File: config.mk
export PLATFORM = sky130hd
export DESIGN_NAME = cds_ctrl
export DESIGN_NICKNAME = d
export VERILOG_FILES = /design/src/rtl/cds_pkg.sv /design/src/rtl/cds_ctrl.sv
export SDC_FILE = /design/constraint.sdc
export NUM_CORES = 1
export LEC_CHECK = 0
export BUFFER_PORTS_ARGS = -buffer_cell sky130_fd_sc_hd__buf_2
export CORE_MARGIN = 5
export CORE_UTILIZATION = 45
export DETAILED_ROUTE_END_ITERATION = 10
export PLACE_DENSITY = 0.78
export RECOVER_POWER = 100
export SYNTH_ARGS = -nofsm -noshare
export SYNTH_HDL_FRONTEND = slang
export SYNTH_SLANG_ARGS = --single-unit
File: constraint.sdc
create_clock -name clk -period 2.5 [get_ports clk]
set_input_delay 0.5 -clock clk [delete_from_list [all_inputs] [get_ports clk]]
set_output_delay 0.5 -clock clk [all_outputs]
set_load 0.005 [all_outputs]
File: src/rtl/cds_pkg.sv
// Shared types and constants for the COO to diagonal storage converter.
// Used by cds_ctrl, cds_datapath and the top level coo_to_diagonal_storage.
package cds_pkg;

    localparam int FUNC_W   = 2;
    localparam int ROW_W    = 6;
    localparam int COL_W    = 6;
    localparam int VALUE_W  = 64;
    localparam int SLOT_W   = 4;
    localparam int STATUS_W = 2;
    localparam int OFF_W    = 7;
    localparam int COUNT_W  = 5;
    localparam int DIM_W    = 7;

    localparam int S_TDATA_W = 80;
    localparam int M_TDATA_W = 88;

    localparam logic CFG_NUM_ROWS = 1'b0;
    localparam logic CFG_NUM_COLS = 1'b1;

    typedef enum logic [1:0] {
        FUNC_SCAN  = 2'd0,
        FUNC_LOAD  = 2'd1,
        FUNC_READ  = 2'd2,
        FUNC_CLEAR = 2'd3
    } func_t;

    typedef enum logic [1:0] {
        STAT_OK    = 2'd0,
        STAT_FULL  = 2'd1,
        STAT_NOREG = 2'd2,
        STAT_RANGE = 2'd3
    } status_t;

    typedef enum logic [1:0] {
        SLOT_ZERO = 2'd0,
        SLOT_REQ  = 2'd1,
        SLOT_IDX  = 2'd2
    } slot_sel_t;

    typedef enum logic [1:0] {
        OFF_ZERO = 2'd0,
        OFF_TRIP = 2'd1,
        OFF_TAB  = 2'd2
    } off_sel_t;

    typedef enum logic [1:0] {
        TRD_IDX   = 2'd0,
        TRD_SHIFT = 2'd1,
        TRD_REQ   = 2'd2
    } tab_rd_t;

    typedef enum logic {
        TWR_SHIFT  = 1'b0,
        TWR_INSERT = 1'b1
    } tab_wr_t;

    typedef struct packed {
        logic      in_load;
        logic      idx_clr;
        logic      idx_inc;
        logic      sh_load;
        logic      sh_dec;
        logic      tab_rd;
        tab_rd_t   tab_rd_src;
        logic      tab_wr;
        tab_wr_t   tab_wr_src;
        logic      cnt_inc;
        logic      clear;
        logic      entry_rd;
        logic      vw_rd;
        logic      ld_wr;
        logic      res_load;
        status_t   res_status;
        slot_sel_t slot_sel;
        off_sel_t  off_sel;
        logic      val_sel;
    } cmd_t;

    typedef struct packed {
        func_t func;
        logic  row_err;
        logic  col_err;
        logic  req_bad;
        logic  full;
        logic  idx_at_count;
        logic  sh_at_idx;
        logic  tab_lt;
        logic  tab_eq;
        logic  out_busy;
    } stat_t;

endpackage

File: src/rtl/cds_ctrl.sv
// Sequencer for the diagonal storage converter: decodes each item and steps
// the datapath through search, shift, store and result phases. Uses cds_pkg.
module cds_ctrl
    import cds_pkg::*;
(
    input  logic  clk,
    input  logic  rst_n,
    input  logic  in_valid,
    output logic  in_ready,
    input  stat_t stat,
    output cmd_t  cmd
);

    typedef enum logic [2:0] {
        ST_IDLE,
        ST_DECODE,
        ST_SRCH_RD,
        ST_SRCH_CMP,
        ST_SHIFT_RD,
        ST_SHIFT_WR,
        ST_LOAD_WR,
        ST_FIN
    } state_t;

    state_t    state_reg, state_next;
    status_t   res_status_reg, res_status_next;
    slot_sel_t slot_sel_reg, slot_sel_next;
    off_sel_t  off_sel_reg, off_sel_next;
    logic      val_sel_reg, val_sel_next;

    always_comb
    begin
        state_next      = state_reg;
        res_status_next = res_status_reg;
        slot_sel_next   = slot_sel_reg;
        off_sel_next    = off_sel_reg;
        val_sel_next    = val_sel_reg;
        cmd             = '0;
        cmd.res_status  = res_status_reg;
        cmd.slot_sel    = slot_sel_reg;
        cmd.off_sel     = off_sel_reg;
        cmd.val_sel     = val_sel_reg;
        in_ready        = 1'b0;

        case (state_reg)
            ST_IDLE:
            begin
                in_ready = 1'b1;
                if (in_valid)
                begin
                    cmd.in_load = 1'b1;
                    state_next  = ST_DECODE;
                end
            end

            ST_DECODE:
            begin
                res_status_next = STAT_OK;
                slot_sel_next   = SLOT_ZERO;
                off_sel_next    = OFF_ZERO;
                val_sel_next    = 1'b0;
                case (stat.func)
                    FUNC_CLEAR:
                    begin
                        cmd.clear  = 1'b1;
                        state_next = ST_FIN;
                    end
                    FUNC_READ:
                    begin
                        state_next = ST_FIN;
                        if (stat.row_err)
                        begin
                            res_status_next = STAT_RANGE;
                        end
                        else if (stat.req_bad)
                        begin
                            res_status_next = STAT_NOREG;
                            slot_sel_next   = SLOT_REQ;
                        end
                        else
                        begin
                            cmd.entry_rd   = 1'b1;
                            cmd.tab_rd     = 1'b1;
                            cmd.tab_rd_src = TRD_REQ;
                            slot_sel_next  = SLOT_REQ;
                            off_sel_next   = OFF_TAB;
                            val_sel_next   = 1'b1;
                        end
                    end
                    default:
                    begin
                        if (stat.row_err || stat.col_err)
                        begin
                            res_status_next = STAT_RANGE;
                            state_next      = ST_FIN;
                        end
                        else
                        begin
                            cmd.idx_clr  = 1'b1;
                            off_sel_next = OFF_TRIP;
                            state_next   = ST_SRCH_RD;
                        end
                    end
                endcase
            end

            ST_SRCH_RD:
            begin
                if (stat.idx_at_count)
                begin
                    // Every registered offset is smaller: not found, slot is the end.
                    if (stat.func == FUNC_LOAD)
                    begin
                        res_status_next = STAT_NOREG;
                        state_next      = ST_FIN;
                    end
                    else if (stat.full)
                    begin
                        res_status_next = STAT_FULL;
                        state_next      = ST_FIN;
                    end
                    else
                    begin
                        cmd.sh_load   = 1'b1;
                        slot_sel_next = SLOT_IDX;
                        state_next    = ST_SHIFT_RD;
                    end
                end
                else
                begin
                    cmd.tab_rd     = 1'b1;
                    cmd.tab_rd_src = TRD_IDX;
                    state_next     = ST_SRCH_CMP;
                end
            end

            ST_SRCH_CMP:
            begin
                if (stat.tab_lt)
                begin
                    cmd.idx_inc = 1'b1;
                    state_next  = ST_SRCH_RD;
                end
                else if (stat.tab_eq)
                begin
                    slot_sel_next = SLOT_IDX;
                    if (stat.func == FUNC_LOAD)
                    begin
                        cmd.vw_rd  = 1'b1;
                        state_next = ST_LOAD_WR;
                    end
                    else
                    begin
                        state_next = ST_FIN;
                    end
                end
                else if (stat.func == FUNC_LOAD)
                begin
                    res_status_next = STAT_NOREG;
                    state_next      = ST_FIN;
                end
                else if (stat.full)
                begin
                    res_status_next = STAT_FULL;
                    state_next      = ST_FIN;
                end
                else
                begin
                    cmd.sh_load   = 1'b1;
                    slot_sel_next = SLOT_IDX;
                    state_next    = ST_SHIFT_RD;
                end
            end

            ST_SHIFT_RD:
            begin
                if (stat.sh_at_idx)
                begin
                    cmd.tab_wr     = 1'b1;
                    cmd.tab_wr_src = TWR_INSERT;
                    cmd.cnt_inc    = 1'b1;
                    state_next     = ST_FIN;
                end
                else
                begin
                    cmd.tab_rd     = 1'b1;
                    cmd.tab_rd_src = TRD_SHIFT;
                    state_next     = ST_SHIFT_WR;
                end
            end

            ST_SHIFT_WR:
            begin
                cmd.tab_wr     = 1'b1;
                cmd.tab_wr_src = TWR_SHIFT;
                cmd.sh_dec     = 1'b1;
                state_next     = ST_SHIFT_RD;
            end

            ST_LOAD_WR:
            begin
                cmd.ld_wr  = 1'b1;
                state_next = ST_FIN;
            end

            ST_FIN:
            begin
                if (!stat.out_busy)
                begin
                    cmd.res_load = 1'b1;
                    state_next   = ST_IDLE;
                end
            end

            default:
            begin
                state_next = ST_IDLE;
            end
        endcase
    end

    always_ff @(posedge clk or negedge rst_n)
    begin
        if (!rst_n)
        begin
            state_reg      <= ST_IDLE;
            res_status_reg <= STAT_OK;
            slot_sel_reg   <= SLOT_ZERO;
            off_sel_reg    <= OFF_ZERO;
            val_sel_reg    <= 1'b0;
        end
        else
        begin
            state_reg      <= state_next;
            res_status_reg <= res_status_next;
            slot_sel_reg   <= slot_sel_next;
            off_sel_reg    <= off_sel_next;
            val_sel_reg    <= val_sel_next;
        end
    end

endmodule

# Yosys cells after proc, flatten, opt, wreduce, memory -nomap -nowiden
# Cells that the tools add are included.
totals:
  reg_bits: 10
  input_bits: 14
  out_inout_bits: 24
  word_cells: 97
classes:
  eq_ne: 15
  muxes: 70
  n_reduce_logical: 7
ops:
  columns: ["op", "n"]
  rows:
  - ["3-bit 2-to-1 mux", 14]
  - ["2-bit 2-to-1 mux", 18]
  - ["1-bit 2-to-1 mux", 30]
  - ["3-bit case mux with 8 select lines", 1]
  - ["3-bit equality test, second input constant", 4]
  - ["2-bit case mux with 2 select lines", 3]
  - ["2-bit case mux with 3 select lines", 2]
  - ["2-bit inequality test, second input constant", 5]
  - ["3-bit case mux with 3 select lines", 1]
  - ["3-bit by 2-bit equality test with 1-bit output, second input constant", 2]
  - ["2-bit equality test, second input constant", 2]
  - ["4-bit AND reduction", 1]
  - ["3-bit by 1-bit equality test with 1-bit output, second input constant", 1]
  - ["3-bit logical NOT", 1]
  - ["3-bit AND reduction", 1]
  - ["3-bit nonzero test", 1]
  - ["2-bit by 1-bit equality test with 1-bit output, second input constant", 1]
  - ["1-bit case mux with 2 select lines", 1]
  - ["2-bit AND reduction", 1]
  - ["2-bit OR reduction", 1]
  - ["1-bit logical OR", 1]

# Logic depth before layout (Yosys ltp)
# Gate-level depths: netlist of run 1.
depth:
  depth_word: 5
  ltp_mapped: 7
  mapped_depth_nobuf: 4

# Least setup slack after synthesis of run 1
# OpenSTA, ideal clock, no wires.
synth_path:
  path_type: "reg2out"
  from: "reg state_reg[1]"
  to: "out cmd[16] in the netlist's numbering"
  arrival_time_ns: 1.432
  t_required_ns: 2.000
  path_slack_ns: 0.568
  stages_incl_launch_ff: 8
  path_buffers: 3
  cell_sequence: "dfrtp_1 > buf_6 > or3b_1 > buf_6 > nor3_4 > nand3b_2 > inv_1 > buf_4"
synth_lines:
  columns: ["element", "line", "source"]
  rows:
  - ["start: declaration", "cds_ctrl.sv:25", "state_t state_reg, state_next;"]
  - ["start signal: assignment", "cds_ctrl.sv:234", "state_reg <= state_next;"]
  - ["end: declaration", "cds_ctrl.sv:11", "output cmd_t cmd"]

==> results of run 1 <==
power by group through the flow:
stage / clock (W) / combinational, W / sequential [W]
final: 0.000150 / 0.000527 / 0.000294
after global placement: 0 / 0.000548 / 0.000296
after floorplan: 0 / 0.000414 / 0.000294
after CTS: 0.000155 / 0.000558 / 0.000297
after global routing: 0.000163 / 0.000594 / 0.000310
after detailed placement: 0 / 0.000556 / 0.000301
path summary, 6_finish.rpt:
check / endpoint
setup / recovery: cmd[10]
hold / removal: slot_sel_reg[0]
setup reg to reg: res_status_reg[0]
hold reg to reg: off_sel_reg[0]
max in group asynchronous: off_sel_reg[0]
min in group clk: off_sel_reg[0]
logic make-up (layout without fill, tap and decap cells):
logic type | after synthesis | count (layout) | share of synthesized area [%]
mux | 3 | 3 | 3.98
compound gates | 22 | 22 | 19.4
buf+inv | 10 | 46 | 9.63
flops | 10 | 10 | 30.6
simple gates | 51 | 51 | 36.4
area by class of cell:
cell class / count / area, um^2 / share of cell area (%)
multi-input cells: 76 / 478 / 48.4
flip-flops and latches: 10 / 250 / 25.3
repair buffers: 39 / 181 / 18.4
clock buffers: 4 / 36.3 / 3.67
well taps: 25 / 31.3 / 3.16
inverters: 3 / 11.3 / 1.14
per-layer routing:
layer | track usage [%] | vias up
li1 | - | 413
met4 | 3.83 | 0
met1 | 21.0 | 380
met2 | 28.3 | 22
met3 | 5.98 | 2
met5 | 0 | -
synth_stat cells (all sizes together) (3+ instances only):
master	count
dfrtp	10
buf	7
nor3b	3
nand2b	3
nor2b	3
inv	3
nand2	11
nor3	8
o21ai	5
nor2	10
a21oi	7
per-stage QoR:
stage                     utilization, %  cell area (um^2)
after floorplan                        -               818
after global placement              56.9               982
after detailed placement            56.9               982
after CTS                           59.0              1020
after global routing                57.2               988
final                               57.2               988
worst register-to-register path, delay by kind of cell, from the launching register on:
kind	cells	cell delay [ns]
DFF	1	0.38
AOI/OAI and AO/OA	3	0.72
buffers and inverters	1	0.19
muxes	1	0.38
==> metrics.txt, run 1 <==
# TYPE chip_impl_metric gauge
chip_impl_info{name="outcome",value="completed"} 1
chip_impl_info{name="synth.area.top_cells",value="dfrtp_1 31%, buf_6 5.5%, nand2_1 5.0%, nor2_1 4.6%, a21oi_1 4.3%"} 1
chip_impl_metric{name="finalMaxSlewViolations",unit=""} 0
chip_impl_info{name="critical_path.reg2reg.startpoint",value="state_reg[1]"} 1
chip_impl_metric{name="timing.final.ws_setup",unit="ns"} 0.180
chip_impl_metric{name="fp.dieH",unit="um"} 52.6
chip_impl_metric{name="timing.critical_path.fanout_max",unit=""} 14
chip_impl_metric{name="max-slew-margin-rel",unit="%"} 61.2
chip_impl_metric{name="critical_path_depth",unit=""} 5
chip_impl_metric{name="post_cts_hold_buffer_count",unit=""} 0
chip_impl_metric{name="grt_antenna_before_repair",unit=""} 0
chip_impl_info{name="startpoint_type",value="flip-flop"} 1
chip_impl_metric{name="number_of_flip_flops_under_the_largest_register_name",unit=""} 3
chip_impl_metric{name="flop_and_latch_count_out_of_synthesis",unit=""} 10
chip_impl_metric{name="port-buffer-count",unit=""} 37
chip_impl_info{name="crit_chain",value="or3b_1 > nor3_4 > nand3b_2 > inv_1 > clkbuf_1"} 1
chip_impl_metric{name="fin_total_pwr",unit="W"} 0.000971
chip_impl_metric{name="track_usage",unit="%"} 17.1
chip_impl_metric{name="drt_pass_1_iters",unit=""} 4
chip_impl_metric{name="ant_nets",unit=""} 0
chip_impl_metric{name="post-dp-hpwl",unit="um"} 1640
chip_impl_metric{name="postSynthCellCount",unit=""} 96
chip_impl_info{name="most-common-layout-cells",value="20 x buf_2, 15 x clkbuf_1, 11 x nand2_1"} 1
chip_impl_metric{name="dpl.cell_count",unit=""} 153
chip_impl_metric{name="drt-met1-wl",unit="um"} 895
chip_impl_metric{name="timing.max_cap.violations",unit=""} 0
chip_impl_metric{name="netlist_area",unit="um^2"} 818
chip_impl_metric{name="cts_resized",unit=""} 0
chip_impl_metric{name="detailedPlace.worstSlack",unit="ns"} 0.459
chip_impl_metric{name="synth-async-reset-ratio",unit="%"} 100
chip_impl_info{name="crit_type",value="flip-flop to output pin"} 1
chip_impl_metric{name="yosys_warnings",unit=""} 0
chip_impl_metric{name="floorplan.io_pins",unit=""} 38
chip_impl_metric{name="netSwitchingFraction",unit="%"} 41.5
chip_impl_metric{name="timing.final.crit_share",unit="%"} 92.8
chip_impl_metric{name="totalWireLength",unit="um"} 2040
chip_impl_metric{name="num_vias",unit=""} 817
chip_impl_metric{name="wl_met2",unit="um"} 1010
chip_impl_metric{name="final.hold.worst_slack",unit="ns"} 0.195
chip_impl_metric{name="cts_htree_levels",unit=""} 1
chip_impl_metric{name="power.leakage",unit="nW"} 0.483
chip_impl_metric{name="total_switching_power",unit="W"} 0.000403
chip_impl_metric{name="rr_worst_depth",unit=""} 5
chip_impl_metric{name="tightestPinTransition",unit="ns"} 0.582
chip_impl_metric{name="cts-buffers-inserted",unit=""} 3
chip_impl_metric{name="wl_per_cell",unit="um"} 13.0
chip_impl_metric{name="num_rows",unit=""} 15
chip_impl_info{name="rsz0062_at_grt",value="false"} 1
chip_impl_metric{name="worst_setup_hold_path_clk_slew",unit="ns"} 0.07
chip_impl_metric{name="synthDistinctLibCells",unit=""} 38
chip_impl_metric{name="core_area",unit="um^2"} 1730
chip_impl_info{name="top_signal_layer_used",value="met4"} 1
chip_impl_metric{name="pwr-share-seq",unit="%"} 30.3
chip_impl_info{name="root_buffer_cell",value="clkbuf_4"} 1
chip_impl_metric{name="vias_in_the_first_global_route",unit=""} 779
chip_impl_metric{name="timing.critical_path.buf_inv",unit=""} 2
chip_impl_metric{name="cts.sinks",unit=""} 10
chip_impl_metric{name="grt_max_degree",unit=""} 19
chip_impl_metric{name="grt_pass1_wl",unit="um"} 3460
chip_impl_metric{name="post_layout_nonfiller_instances",unit=""} 157
chip_impl_info{name="tritoncts",value="built"} 1
chip_impl_info{name="postSynth.topFlopCell",value="dfrtp_1"} 1
chip_impl_metric{name="wl_met3",unit="um"} 119
chip_impl_metric{name="timing_hold_violations_final",unit=""} 0
chip_impl_metric{name="cts_post_setup_buffers_inserted",unit=""} 0
chip_impl_metric{name="fin_setup_tns",unit="ns"} 0
chip_impl_info{name="cpMaxStageDelayCell",value="or3b_1"} 1
chip_impl_metric{name="grt_overflow",unit=""} 0
chip_impl_metric{name="fp.dieArea",unit="um^2"} 2770
chip_impl_metric{name="max-vdd-ir-drop",unit="V"} 0.000444
chip_impl_metric{name="routabilityCongestion",unit=""} 0.779
chip_impl_info{name="hold_path.class",value="input pin to async pin"} 1
chip_impl_info{name="final_common_cell",value="buf_2"} 1
chip_impl_metric{name="crit_path_max_incr_delay",unit="ns"} 0.52
chip_impl_metric{name="design.final.nets",unit=""} 147
chip_impl_metric{name="worst-endpoint-arrival",unit="ns"} 1.82
chip_impl_info{name="yosys.area.top_type",value="dfrtp_1"} 1
chip_impl_metric{name="period_minus_slack",unit="ns"} 2.32
chip_impl_metric{name="drt_drc",unit=""} 0
chip_impl_metric{name="synth.yosys.seq_area_share",unit="%"} 30.6
chip_impl_metric{name="critical_path_required",unit="ns"} 2.00
chip_impl_metric{name="postSynthNetCount",unit=""} 110
chip_impl_metric{name="synth_edf_count",unit=""} 0
chip_impl_metric{name="insertedDiodeCount",unit=""} 0
chip_impl_info{name="beginning_of_the_critical_path",value="state_reg[2]"} 1
chip_impl_metric{name="clkPwrFrac",unit="%"} 15.4
chip_impl_metric{name="floorplan.initialDensity",unit="%"} 47.4
chip_impl_metric{name="p_int",unit="W"} 0.000568
chip_impl_metric{name="synth_top_area_share",unit="%"} 30.6
chip_impl_metric{name="fin_skew",unit="ns"} 0.000470
chip_impl_info{name="critical_path.top_delay_family",value="simple AND/OR/NAND/NOR gates"} 1
chip_impl_metric{name="die_w",unit="um"} 52.6
chip_impl_metric{name="final_layout_size_suffix_gt1_share",unit="%"} 28.8
chip_impl_metric{name="worst-r2r-setup-slack",unit="ns"} 0.73
chip_impl_metric{name="clk-insertion-delay-late",unit="ns"} 0.27
chip_impl_metric{name="pwr-share-comb",unit="%"} 54.3
chip_impl_metric{name="area_growth_syn_to_layout",unit="%"} 20.8
chip_impl_metric{name="fmaxAchievable",unit="MHz"} 431
chip_impl_metric{name="fillers",unit=""} 188
chip_impl_info{name="crit_path_end_kind",value="output pin"} 1
chip_impl_metric{name="report.final.setup_viol",unit=""} 0
chip_impl_metric{name="initial_drc_count",unit=""} 19
chip_impl_metric{name="syn_area_per_cell",unit="um^2"} 8.52
chip_impl_metric{name="route.detailed.vias_per_inst",unit=""} 5.20
chip_impl_metric{name="cts-root-to-sink-buffers",unit=""} 2
chip_impl_metric{name="power_density",unit="nW/um^2"} 982
Power figures use the tool's default switching activity.
==> inputs of run 2 (changes only) <==
- GPL_TIMING_DRIVEN: default -> 0
- PLACE_DENSITY: 0.78 -> 0.77
==> metrics.txt, run 2 (same netlist as run 1, synthesis figures left out) <==
# TYPE chip_impl_metric gauge
chip_impl_info{name="outcome",value="completed"} 1
chip_impl_metric{name="ant_nets",unit=""} 0
chip_impl_metric{name="wl_per_cell",unit="um"} 12.4
chip_impl_metric{name="clk-insertion-delay-late",unit="ns"} 0.26
chip_impl_metric{name="period_minus_slack",unit="ns"} 2.34
chip_impl_info{name="root_buffer_cell",value="clkbuf_4"} 1
chip_impl_metric{name="cts_resized",unit=""} 0
chip_impl_metric{name="area_growth_syn_to_layout",unit="%"} 24.3
chip_impl_metric{name="routabilityCongestion",unit=""} 0.839
chip_impl_metric{name="drt_pass_1_iters",unit=""} 4
chip_impl_metric{name="fin_skew",unit="ns"} 0.00423
chip_impl_metric{name="port-buffer-count",unit=""} 37
chip_impl_metric{name="post-dp-hpwl",unit="um"} 1620
chip_impl_metric{name="design.final.nets",unit=""} 152
chip_impl_metric{name="number_of_flip_flops_under_the_largest_register_name",unit=""} 3
chip_impl_metric{name="timing.final.ws_setup",unit="ns"} 0.156
chip_impl_metric{name="grt_max_degree",unit=""} 11
chip_impl_metric{name="finalMaxSlewViolations",unit=""} 0
chip_impl_info{name="final_common_cell",value="buf_2"} 1
chip_impl_metric{name="cts.sinks",unit=""} 10
chip_impl_metric{name="track_usage",unit="%"} 15.9
chip_impl_metric{name="core_area",unit="um^2"} 1730
chip_impl_metric{name="fp.dieArea",unit="um^2"} 2770
chip_impl_metric{name="post_cts_hold_buffer_count",unit=""} 0
chip_impl_metric{name="timing.max_cap.violations",unit=""} 0
chip_impl_metric{name="grt_overflow",unit=""} 0
chip_impl_metric{name="fp.dieH",unit="um"} 52.6
chip_impl_info{name="rsz0062_at_grt",value="false"} 1
chip_impl_metric{name="final_layout_size_suffix_gt1_share",unit="%"} 29.4
chip_impl_metric{name="timing.critical_path.fanout_max",unit=""} 10
chip_impl_metric{name="grt_antenna_before_repair",unit=""} 0
chip_impl_metric{name="num_rows",unit=""} 15
chip_impl_metric{name="timing_hold_violations_final",unit=""} 0
chip_impl_metric{name="cts-root-to-sink-buffers",unit=""} 2
chip_impl_info{name="startpoint_type",value="flip-flop"} 1
chip_impl_info{name="crit_path_end_kind",value="output pin"} 1
chip_impl_metric{name="max-vdd-ir-drop",unit="V"} 0.000459
chip_impl_metric{name="cts-buffers-inserted",unit=""} 3
chip_impl_metric{name="drt_drc",unit=""} 0
chip_impl_metric{name="timing.final.crit_share",unit="%"} 93.8
chip_impl_metric{name="max-slew-margin-rel",unit="%"} 64.0
chip_impl_metric{name="num_vias",unit=""} 841
chip_impl_metric{name="detailedPlace.worstSlack",unit="ns"} 0.430
chip_impl_metric{name="fin_setup_tns",unit="ns"} 0
chip_impl_metric{name="floorplan.initialDensity",unit="%"} 47.4
chip_impl_metric{name="power.leakage",unit="nW"} 0.503
chip_impl_metric{name="grt_pass1_wl",unit="um"} 3270
chip_impl_metric{name="worst-endpoint-arrival",unit="ns"} 1.84
chip_impl_info{name="most-common-layout-cells",value="21 x buf_2, 16 x clkbuf_1, 11 x nand2_1"} 1
chip_impl_metric{name="critical_path_required",unit="ns"} 2.00
chip_impl_metric{name="cts_htree_levels",unit=""} 1
chip_impl_metric{name="report.final.setup_viol",unit=""} 0
chip_impl_info{name="tritoncts",value="built"} 1
chip_impl_metric{name="vias_in_the_first_global_route",unit=""} 778
chip_impl_metric{name="totalWireLength",unit="um"} 1990
chip_impl_metric{name="tightestPinTransition",unit="ns"} 0.540
chip_impl_metric{name="insertedDiodeCount",unit=""} 0
chip_impl_metric{name="initial_drc_count",unit=""} 11
chip_impl_metric{name="die_w",unit="um"} 52.6
chip_impl_metric{name="power_density",unit="nW/um^2"} 947
chip_impl_metric{name="cts_post_setup_buffers_inserted",unit=""} 0
chip_impl_metric{name="fmaxAchievable",unit="MHz"} 427
chip_impl_info{name="hold_path.class",value="input pin to async pin"} 1
chip_impl_metric{name="worst_setup_hold_path_clk_slew",unit="ns"} 0.06
chip_impl_metric{name="floorplan.io_pins",unit=""} 38
chip_impl_info{name="crit_type",value="flip-flop to output pin"} 1
chip_impl_metric{name="route.detailed.vias_per_inst",unit=""} 5.22
==> run 2: worst max-delay path, cell delays in order, from the launching register on <==
cell and delay (ns):
dfrtp_1 0.37, buf_6 0.14, or3b_1 0.38, buf_6 0.14
nor3_4 0.14, nand3b_2 0.13, inv_1 0.09, buf_4 0.10
clkbuf_1 0.10
==> run 2: through the flow <==
stage | total power [W] | std cells | hold WS (ns) | util [%] | area, um^2
floorplan | 0.000709 | 96 | 0.204 | - | 818
global placement | 0.000903 | 158 | 0.372 | 59.9 | 1030
detailed placement | 0.000915 | 158 | 0.374 | 59.9 | 1030
CTS | 0.00102 | 161 | 0.0884 | 61.2 | 1060
global route | 0.00107 | 161 | 0.224 | 58.9 | 1020
finish | 0.000963 | 161 | 0.192 | 58.9 | 1020
==> run 2: worst paths after layout <==
kind                                 from           endpoint  slack, ns  cells after the start
max in group asynchronous           rst_n        val_sel_reg       1.95                      1
min                                 rst_n    slot_sel_reg[0]       0.19                      1
max                          state_reg[1]            cmd[16]       0.16                      8
min reg2reg                off_sel_reg[1]     off_sel_reg[1]       0.47                      2
max reg2reg                  state_reg[1]  res_status_reg[1]       0.77                      5
min in group clk           off_sel_reg[1]     off_sel_reg[1]       0.47                      2
==> run 2: layout make-up <==
type / instances / area (um^2)
buffer: 7 / 56.3
timing repair buffer: 37 / 168
multi-input combinational: 76 / 478
inverter: 3 / 11.3
clock buffer: 3 / 22.5
sequential: 10 / 250
fill: 187 / 709
tap: 25 / 31.3
==> run 2: metal layers <==
metal	GRT usage, %	up-vias	routed length, um
met5	0	-	0
met4	5.11	0	10
met3	5.98	2	120
met2	25.8	24	1030
met1	19.2	390	837
li1	-	425	-
==> run 2: where the power goes <==
part	total, W	internal, W	switching [W]	leakage, nW
clock network	0.000104	0.0000553	0.0000485	0.0138
registers	0.000291	0.000241	0.0000497	0.124
logic	0.000569	0.000267	0.000302	0.365
